--- config.mk ---
export PLATFORM = sky130hd
export DESIGN_NAME = linear_and_binary_search_core
export DESIGN_NICKNAME = d
export VERILOG_FILES = /design/src/lbs_pkg.sv /design/src/lbs_cell.sv /design/src/linear_and_binary_search_core.sv
export SDC_FILE = /design/constraint.sdc
export NUM_CORES = 1
export LEC_CHECK = 0
export BUFFER_PORTS_ARGS = -buffer_cell sky130_fd_sc_hd__buf_2
export CORE_ASPECT_RATIO = 1.1
export CORE_MARGIN = 10
export CORE_UTILIZATION = 40
export CTS_CLUSTER_SIZE = 24
export DETAILED_ROUTE_END_ITERATION = 10
export GPL_TIMING_DRIVEN = 0
export HOLD_SLACK_MARGIN = 0.03
export SYNTH_ARGS = -nofsm -noshare
export SYNTH_HDL_FRONTEND = slang
export SYNTH_HIERARCHICAL = 1
export SYNTH_SLANG_ARGS = --single-unit
--- constraint.sdc ---
create_clock -name clk -period 5.4 [get_ports clk]
set_input_delay 1.08 -clock clk [delete_from_list [all_inputs] [get_ports clk]]
set_output_delay 1.08 -clock clk [all_outputs]
set_load 0.005 [all_outputs]
--- src/lbs_pkg.sv ---
// ----------------------------------------------------------------------------
// lbs_pkg - shared definitions for the linear/binary search core
// Action codes, field widths and the per-cell control word.
// ----------------------------------------------------------------------------
package lbs_pkg;

	localparam int DATA_W    = 32;
	localparam int ACT_W     = 2;
	localparam int POS_W     = 5;
	localparam int DEPTH_DEF = 32;

	localparam logic [ACT_W-1:0] ACT_CLEAR  = 2'd0;
	localparam logic [ACT_W-1:0] ACT_APPEND = 2'd1;
	localparam logic [ACT_W-1:0] ACT_LINEAR = 2'd2;
	localparam logic [ACT_W-1:0] ACT_BINARY = 2'd3;

	// control for one storage cell
	typedef struct packed {
		logic shift;  // take the neighbor's word
		logic wr;     // load the appended word
	} cell_ctl_t;

endpackage

--- src/lbs_cell.sv ---
// ----------------------------------------------------------------------------
// lbs_cell - one storage cell of the element ring
// Holds one element; loads on append, takes its neighbor's word on shift.
// ----------------------------------------------------------------------------
module lbs_cell (
	input  logic                                clk,
	input  lbs_pkg::cell_ctl_t                  ctl,
	input  logic signed [lbs_pkg::DATA_W-1:0]   wr_data,
	input  logic signed [lbs_pkg::DATA_W-1:0]   nbr_data,
	output logic signed [lbs_pkg::DATA_W-1:0]   elem
);

	logic signed [lbs_pkg::DATA_W-1:0] elem_q;

	always_ff @(posedge clk) begin
		if (ctl.wr) begin
			elem_q <= wr_data;
		end else if (ctl.shift) begin
			elem_q <= nbr_data;
		end
	end

	assign elem = elem_q;

endmodule

--- src/linear_and_binary_search_core.sv ---
// ----------------------------------------------------------------------------
// linear_and_binary_search_core - element store with linear and binary search
// Ring of storage cells rotated past a single compare point at cell 0.
// ----------------------------------------------------------------------------
// Usage:
//   Command channel: drive action/value and raise start; the word is taken
//   at a clock edge where start is high and busy is low.
//   Result channel: done pulses for one cycle with found, position and
//   store_full valid. The receiver cannot stall; it must take the word then.
//   Clear and append: done is raised in the cycle after the command; busy stays low,
//   so a new command may follow on the very next cycle.
//   Linear search: the ring rotates one full turn, with one
//   compare per cycle at the head cell; done follows the last rotation.
//   Binary search: the ring keeps rotating; a probe is made when the midpoint
//   index reaches the head. The search ends at the first turn boundary after
//   the halving is over. The ring rotates one cell per cycle while busy.
//   The ring is always back home (index 0 at cell 0) when busy falls.
//   Reset: element count returns to zero, the controller goes idle, done
//   is low. Element contents are not cleared; only appended entries are read.
// ----------------------------------------------------------------------------
module linear_and_binary_search_core #(
	parameter int DEPTH = lbs_pkg::DEPTH_DEF
) (
	input  logic                                clk,
	input  logic                                arst_n,
	input  logic                                start,
	input  logic [lbs_pkg::ACT_W-1:0]           action,
	input  logic signed [lbs_pkg::DATA_W-1:0]   value,
	output logic                                busy,
	output logic                                done,
	output logic                                found,
	output logic [lbs_pkg::POS_W-1:0]           position,
	output logic                                store_full
);

	localparam int IDX_W = (DEPTH > 1) ? $clog2(DEPTH) : 1;
	localparam int CNT_W = $clog2(DEPTH + 1);
	// lo/hi bounds: signed, room for lo+hi and hi = -1
	localparam int SW    = CNT_W + 2;

	localparam logic [1:0] ST_IDLE = 2'd0;
	localparam logic [1:0] ST_LIN  = 2'd1;
	localparam logic [1:0] ST_BIN  = 2'd2;

	localparam logic [IDX_W-1:0] LAST_IDX  = IDX_W'(DEPTH - 1);
	localparam logic [CNT_W-1:0] DEPTH_CNT = CNT_W'(DEPTH);

	logic [1:0]                        state_q;
	logic [CNT_W-1:0]                  count_q;
	logic [IDX_W-1:0]                  head_q;    // index currently at cell 0
	logic signed [lbs_pkg::DATA_W-1:0] key_q;
	logic signed [SW-1:0]              lo_q;
	logic signed [SW-1:0]              hi_q;
	logic                              hit_q;
	logic [lbs_pkg::POS_W-1:0]         hpos_q;

	logic                              done_q;
	logic                              found_q;
	logic [lbs_pkg::POS_W-1:0]         position_q;
	logic                              store_full_q;

	logic                              accept;
	logic                              rotate;
	logic                              room;
	logic                              last;
	logic signed [lbs_pkg::DATA_W-1:0] head_elem;
	logic signed [lbs_pkg::DATA_W-1:0] elem [DEPTH];

	// search step, linear and binary
	logic                              active;
	logic signed [SW-1:0]              mid;
	logic                              probe;
	logic                              lin_hit;
	logic                              hit_n;
	logic [lbs_pkg::POS_W-1:0]         hpos_n;
	logic signed [SW-1:0]              lo_n;
	logic signed [SW-1:0]              hi_n;
	logic                              finish;

	assign busy     = (state_q != ST_IDLE);
	assign accept   = start && !busy;
	assign rotate   = busy;
	assign room     = (count_q < DEPTH_CNT);
	assign last     = (head_q == LAST_IDX);
	assign head_elem = elem[0];

	// ---- cell ring: cell i takes from cell i+1, last cell from cell 0 ----
	for (genvar i = 0; i < DEPTH; i++) begin : g_cell
		lbs_pkg::cell_ctl_t ctl;

		assign ctl.shift = rotate;
		assign ctl.wr    = accept && (action == lbs_pkg::ACT_APPEND) && room
		                   && (count_q[IDX_W-1:0] == IDX_W'(i));

		lbs_cell u_cell (
			.clk      (clk),
			.ctl      (ctl),
			.wr_data  (value),
			.nbr_data (elem[(i + 1) % DEPTH]),
			.elem     (elem[i])
		);
	end

	// ---- compare at the head cell ----
	assign active  = (lo_q <= hi_q) && !hit_q;
	assign mid     = (lo_q + hi_q) >>> 1;
	assign probe   = (state_q == ST_BIN) && active && (mid[IDX_W-1:0] == head_q);
	assign lin_hit = (state_q == ST_LIN) && !hit_q && (CNT_W'(head_q) < count_q)
	                 && (head_elem == key_q);

	always_comb begin
		hit_n  = hit_q;
		hpos_n = hpos_q;
		lo_n   = lo_q;
		hi_n   = hi_q;
		if (lin_hit) begin
			hit_n  = 1'b1;
			hpos_n = lbs_pkg::POS_W'(head_q);
		end
		if (probe) begin
			if (head_elem == key_q) begin
				hit_n  = 1'b1;
				hpos_n = lbs_pkg::POS_W'(head_q);
			end else if (key_q > head_elem) begin
				lo_n = mid + SW'(1);
			end else begin
				hi_n = mid - SW'(1);
			end
		end
	end

	// end on a turn boundary so the ring is home again
	always_comb begin
		case (state_q)
			ST_LIN:  finish = last;
			ST_BIN:  finish = last && (hit_n || (lo_n > hi_n));
			default: finish = 1'b0;
		endcase
	end

	// ---- controller ----
	always_ff @(posedge clk or negedge arst_n) begin
		if (!arst_n) begin
			state_q      <= ST_IDLE;
			count_q      <= '0;
			head_q       <= '0;
			hit_q        <= 1'b0;
			done_q       <= 1'b0;
			found_q      <= 1'b0;
			position_q   <= '0;
			store_full_q <= 1'b0;
		end else begin
			done_q <= 1'b0;
			if (accept) begin
				head_q <= '0;
				hit_q  <= 1'b0;
				case (action)
					lbs_pkg::ACT_CLEAR: begin
						count_q      <= '0;
						done_q       <= 1'b1;
						found_q      <= 1'b0;
						position_q   <= '0;
						store_full_q <= 1'b0;
					end
					lbs_pkg::ACT_APPEND: begin
						if (room) begin
							count_q <= count_q + CNT_W'(1);
						end
						done_q       <= 1'b1;
						found_q      <= 1'b0;
						position_q   <= '0;
						store_full_q <= !room;
					end
					lbs_pkg::ACT_LINEAR: begin
						state_q <= ST_LIN;
					end
					default: begin
						state_q <= ST_BIN;
					end
				endcase
			end else if (busy) begin
				hit_q  <= hit_n;
				head_q <= last ? '0 : head_q + IDX_W'(1);
				if (finish) begin
					state_q      <= ST_IDLE;
					done_q       <= 1'b1;
					found_q      <= hit_n;
					position_q   <= hit_n ? hpos_n : '0;
					store_full_q <= 1'b0;
				end
			end
		end
	end

	// search payload
	always_ff @(posedge clk) begin
		if (accept) begin
			key_q  <= value;
			lo_q   <= '0;
			hi_q   <= $signed({{(SW - CNT_W){1'b0}}, count_q}) - SW'(1);
			hpos_q <= '0;
		end else if (busy) begin
			lo_q   <= lo_n;
			hi_q   <= hi_n;
			hpos_q <= hpos_n;
		end
	end

	assign done       = done_q;
	assign found      = found_q;
	assign position   = position_q;
	assign store_full = store_full_q;

endmodule

---- Word-level counts from Yosys, hierarchy flattened ----
Cells that the tools add are included.
storage, ports and cells
  flip-flop bits (word level) ............. 1099
  input port bits ......................... 37
  output and inout port bits .............. 9
  logic and storage cells ................. 293
cells by class
  add/sub/neg operators ................... 6
  order comparisons ....................... 5
  equality and inequality tests ........... 42
  multiplexer cells ....................... 107
  reduce and logical (&&, ||, !) cells .... 89
operators by type and width
  cell                   count
  $mux W32               64
  $eq A5 B5 Y1 const B   17
  $reduce_bool A2 Y1     36
  $mux W8                8
  $mux W5                11
  $logic_and A1 B1 Y1    42
  $eq A5 B4 Y1 const B   8
  $eq A32 B32 Y1         1
  $gt A32 B32 Y1         1
  $eq A5 B3 Y1 const B   4
  $mux W1                16
  $pmux W6 S2            1
  $reduce_and A3 Y1      4
  $eq A5 B2 Y1 const B   2
  $add A7 B2 Y8 const B  1
  $add A8 B8 Y8          1
  $gt A8 B8 Y1           1
  $le A8 B8 Y1           1
  $sub A7 B2 Y8 const B  1
  $sub A6 B1 Y7 const B  1
  $add A6 B1 Y6 const B  1
  $lt A5 B6 Y1           1
  $lt A6 B6 Y1 const B   1
  $mux W2                3
  other kinds (15)       22

---- Depth between registers and ports, before layout ----
  word-level depth ........................ 13
  depth in mapped cells ................... 21
  depth with buffers taken out ............ 18

---- Cells and area by module ----
The synthesis kept the hierarchy.
modules (own cells, without submodules)
  module                         instances  cells each  area an instance (sq um)  seq. area each (sq um)
  lbs_cell                       32         69          1507.7                    960.9
  linear_and_binary_search_core  1          606         5724.2                    2011.9

---- Least setup slack after synthesis ----
OpenSTA, ideal clock, no wires.
  path type ............................... reg2reg
  from .................................... reg lo_q[0]
  to ...................................... reg position_q, in the netlist position[0]
  setup time .............................. 0.084 ns
  data arrival time ....................... 4.802 ns
  required time ........................... 5.316 ns
  slack ................................... 0.513 ns
  stages on the path, launching flop included .. 21
  path buffers ............................ 2
  clock period less this slack ............ 4.887 ns
  path through ............................ dfxtp_1 ha_1 inv_1 fa_1 or3_1 and3_1 buf_6 xnor3_1 nand4_2 or4_1 buf_6 nor2_4 mux2_2 ha_1 a21o_1 a211o_1 nor2b_1 a211oi_1 o41ai_1 nand3_1 o22ai_1
on the way
  word-level cells in the longest chain between the ends .. 11
  elaborated cells on any way between the ends .. 26
  those cells by class .................... 3 x add/sub; 2 x order compare; 1 x eq/ne; 13 x mux; 7 x reduce/logical
ends and longest elaborated chain
  element                                                      line                                                                        source
  from (decl)                                                  linear_and_binary_search_core.sv:52                                         logic signed [SW-1:0] lo_q;
  from (signal assigned)                                       linear_and_binary_search_core.sv:203                                        lo_q <= lo_n;
  $add A8 B8 Y8 / $le A8 B8 Y1 (equally long branches)         linear_and_binary_search_core.sv:106, linear_and_binary_search_core.sv:105
  $add A7 B2 Y8 / $logic_and A1 B1 Y1 (equally long branches)  linear_and_binary_search_core.sv:125, linear_and_binary_search_core.sv:105
  $mux W8 / $logic_and A1 B1 Y1 (equally long branches)        linear_and_binary_search_core.sv:124, linear_and_binary_search_core.sv:107
  $mux W8 / $logic_and A1 B1 Y1 (equally long branches)        linear_and_binary_search_core.sv:121, linear_and_binary_search_core.sv:107
  $mux W8 *                                                    linear_and_binary_search_core.sv:120                                        if (probe) begin
  named net lo_n[5]                                            linear_and_binary_search_core.sv:76                                         logic signed [SW-1:0] lo_n;
  $gt A8 B8 Y1 *                                               linear_and_binary_search_core.sv:136                                        ST_BIN: finish = last && (hit_n || (lo_n > hi_n));
  $logic_or A1 B1 Y1 *                                         linear_and_binary_search_core.sv:136
  $logic_and A1 B1 Y1 *                                        linear_and_binary_search_core.sv:136
  $pmux W1 S2 *                                                linear_and_binary_search_core.sv:134                                        case (state_q)
  $reduce_bool A2 Y1 (no source line) *                        n/a
  $reduce_and A3 Y1 (no source line) *                         n/a
  to (signal assigned)                                         linear_and_binary_search_core.sv:188                                        position_q <= hit_n ? hpos_n : '0;
  to (decl)                                                    linear_and_binary_search_core.sv:59                                         logic [lbs_pkg::POS_W-1:0] position_q;
The timed path passes the listed nets; every way through them passes the cells marked *. The select of a mux whose other input is x is not followed.
A chain may end at the register's enable or synchronous reset.

---- Worst setup path after layout ----
  from .................................... reg hi_q[0]
  to ...................................... reg position_q, in the netlist position[2]
on the way
  word-level cells in the longest chain between the ends .. 11
  elaborated cells on any way between the ends .. 26
  those cells by class .................... 3 x add/sub; 2 x order compare; 1 x eq/ne; 13 x mux; 7 x reduce/logical
ends and longest elaborated chain
  element                                                      line                                                                        source
  from (decl)                                                  linear_and_binary_search_core.sv:53                                         logic signed [SW-1:0] hi_q;
  from (signal assigned)                                       linear_and_binary_search_core.sv:200                                        hi_q <= $signed({{(SW - CNT_W){1'b0}}, count_q}) - SW'(1);
  from (signal assigned)                                       linear_and_binary_search_core.sv:204                                        hi_q <= hi_n;
  $add A8 B8 Y8 / $le A8 B8 Y1 (equally long branches)         linear_and_binary_search_core.sv:106, linear_and_binary_search_core.sv:105
  $add A7 B2 Y8 / $logic_and A1 B1 Y1 (equally long branches)  linear_and_binary_search_core.sv:125, linear_and_binary_search_core.sv:105
  $mux W8 / $logic_and A1 B1 Y1 (equally long branches)        linear_and_binary_search_core.sv:124, linear_and_binary_search_core.sv:107
  $mux W8 / $logic_and A1 B1 Y1 (equally long branches)        linear_and_binary_search_core.sv:121, linear_and_binary_search_core.sv:107
  $mux W8 *                                                    linear_and_binary_search_core.sv:120
  named net lo_n[5]                                            linear_and_binary_search_core.sv:76
  $gt A8 B8 Y1 *                                               linear_and_binary_search_core.sv:136
  $logic_or A1 B1 Y1 *                                         linear_and_binary_search_core.sv:136
  $logic_and A1 B1 Y1 *                                        linear_and_binary_search_core.sv:136
  $pmux W1 S2 *                                                linear_and_binary_search_core.sv:134
  $reduce_bool A2 Y1 (no source line) *                        n/a
  $reduce_and A3 Y1 (no source line) *                         n/a
Marks and branches as above.

==> results.json <==
{
  "vias": 25600,
  "cap_violations": 0,
  "synthSimpleGateAreaFrac_pct": 2.32,
  "drtIter0Drc": 1696,
  "yosysWarnings": 6,
  "grtUsageTotal_pct": 15.4,
  "path_clk_slew_ps": 60,
  "cts_tree": "done",
  "fin_area_um2": 60300,
  "clk_path_buf_depth": 3,
  "critPathLaunchType": "register",
  "synth.area.top_cells": "edfxtp_1 (59%), mux2_4 (26%), buf_12 (3.6%)",
  "yosysUniqueCellTypes": 78,
  "fmax_mhz": 192,
  "syn_area_um2": 54000,
  "multiInputGateArea_um2": 18700,
  "pin_count": 46,
  "synth-seq-cells": 1099,
  "netlist_top_cells_count": "edfxtp_1 (1064), mux2_4 (928), mux2_2 (101)",
  "routed_wirelength_um": 118000,
  "cts_sinks": 1099,
  "rr_endpoint": "position[2]",
  "start_util_pct": 40.2,
  "cp-end-kind": "register",
  "period_minus_slack_ps": 5210,
  "dieArea_um2": 150000,
  "worstSetupPathType": "register to register",
  "drive_gt1_share_pct": 47.0,
  "grt.overflow.total": 0,
  "cp.required_ps": 6030,
  "status": "finished clean",
  "synth_fa_ha_area_share_pct": 1.75,
  "synth_compound_area_share_pct": 1.77,
  "htreeDepth": 3,
  "antenna_found_initial": 4,
  "period_share_pct": 96.5,
  "clock-root-buffer": "clkbuf_16",
  "nNetsFinal": 3100,
  "drcViolationCount": 0,
  "syn_inst": 2814,
  "layout.area.seq_um2": 32800,
  "maxSlewViolCount": 0,
  "reg2reg_slack_ps": 190,
  "utilization_pct": 44.9,
  "core_um2": 134000,
  "tightest_slew_ps": 1000,
  "dpl_cell_area_um2": 56500,
  "syn_area_per_cell_um2": 19.2,
  "rows": 141,
  "grt_pass1_wl_um": 178000,
  "hpwl_um": 74700,
  "cellPowerDensity_nw_per_um2": 594,
  "peakVddDrop_v": 0.000359,
  "grt_pass1_vias": 27800,
  "r2r_cells": 21,
  "synth-main-ff-cell": "edfxtp_1",
  "synth.area.mux_share_pct": 28.0,
  "die_width_um": 370,
  "setup_viol": 0,
  "syn_nets": 2926,
  "finalHoldViolations": 0,
  "yosysMostFrequentCell": "edfxtp_1",
  "crit_path_max_fanout": 7,
  "skew_ps": 28.1,
  "finalSetupTns_ps": 0,
  "cts_hold_buf": 0,
  "synth_top_area_share_pct": 59.2,
  "io_buffers": 44,
  "cts_buffers": 114,
  "dieHeight_um": 405,
  "slew_headroom_pct": 33.3,
  "timing.rr.start": "hi_q[0]",
  "routabilityCongestion": 0.920,
  "dr.pass1.iters": 5,
  "synth_xor_area_share_pct": 0.480,
  "avgRoutedWirePerCell_um": 24.3,
  "ys_seq_area_share_pct": 60.7,
  "synth-edff-count": 1064,
  "synth_top_family_by_area": "multiplexers",
  "hp-class": "input pin to asynchronous set/reset pin",
  "synthArstFlopShare_pct": 2.00,
  "clock_latency_ps": 730,
  "ant_nets": 0,
  "routed_via_density": 5.25,
  "critical_path_arrival_ps": 5840,
  "nFillCells": 11300,
  "syn_to_final_growth_pct": 11.7,
  "synth_top_cell_by_area": "edfxtp_1",
  "grt_max_degree": 36,
  "p_leak_nw": 22.4
}
[through the flow]
stage                     hold slack, ps  setup slack [ps]  cells  total power [mW]
after detailed placement             450              -336   4647              28.1
final                                341               191   4866              35.8
after global placement               436              -268   4645              28.0
after global routing                 343             -15.5   4866              37.6
after floorplan                      424               513   2814              24.9
after CTS                            285              13.3   4854              36.1
[critical path, cell delays in order, from the launching register on]
cell and delay, ps:
edfxtp_1 420, ha_2 210, inv_1 60, fa_2 360, or3_4 390, and3_1 190
buf_6 140, xnor3_1 240, nand4_4 140, or4_4 570, buf_6 160, nor2_4 190
mux2_2 390, ha_4 220, a21o_1 160, a211o_1 290, nor2b_1 160, a211oi_2 70
o41ai_2 260, nand3_1 150, buf_6 160, o22ai_1 160
[layout by cell type (no fill, tap or decap), drive strengths merged, types with 3 or more instances in the layout]
cell and instances:
a211oi 6, a21boi 5, a21o 3, a21oi 25, a221o 6, a22oi 5
a31o 3, a31oi 9, and2 9, and3 10, and4 7, buf 194
bufinv 9, clkbuf 154, clkinv 52, dfrtp 22, dfxtp 13, edfxtp 1064
ha 74, inv 72, mux2 1029, mux2i 6, nand2 42, nand2b 7
nand3 15, nand4 18, nor2 41, nor2b 10, nor3 12, nor4 8
o211ai 4, o21ai 31, o22ai 8, o311ai 3, o31ai 5, or2 34
or3 3, or4 3, xnor2 17, xor2 7
[flip-flops by register name (all words and copies together) (netlist names)]
signal              count
count_q                 6
hi_q                    8
done                    1
head_q                  5
hpos_q                  5
state_q                 2
g_cell.u_cell/elem   1024
lo_q                    8
key_q                  32
found                   1
store_full              1
hit_q                   1
position                5
[kinds of logic after synthesis]
logic type                 Yosys count
DFF                               1099
muxes                             1035
and+or+nand+nor                    226
buffers and inverters              219
AOI/OAI and AO/OA                  135
adders and majority gates           75
xor gates and xnor gates            25
[where the power goes]
group	internal, mW	switching [mW]
Combinational	5.55	4.93
Clock	4.37	3.27
Sequential	16.1	1.62
Total	26.0	9.81
[final cells by class]
cell class / instances / area share (%)
inverters: 70 / 0.436
well taps: 1787 / 3.71
repair buffers: 59 / 0.600
flip-flops and latches: 1099 / 54.3
clock buffers: 141 / 5.01
clock inverters: 65 / 0.948
multi-input cells: 1496 / 31.0
plain buffers: 148 / 3.99
diodes: 1 / 0.00415
[worst max path at each step]
stage	startpoint	to	slack (ps)	cells after the start
floorplan	lo_q[0]	position[0]	510	20
finish	hi_q[0]	position[2]	190	21
detailed placement	g_cell[0].u_cell/elem[21]	position[4]	-340	17
global route	hi_q[0]	position[2]	-20	21
global placement	g_cell[0].u_cell/elem[21]	position[2]	-270	17
CTS	hi_q[0]	position[4]	10	21
[routing by layer]
metal | routed length (µm) | track usage (%)
met1 | 53800 | 20.9
met2 | 57000 | 25.4
met3 | 5240 | 2.62
met4 | 2210 | 4.06
met5 | 33 | 0
[repair_timing]
item                                    4_1_cts  5_1_grt
cloned                                        0        0
setup buffers                                 1       12
gates resized for setup                       3       22
pin swaps                                     2       10
endpoints found under the setup margin       10       10
(Power assumes the default switching activity.)
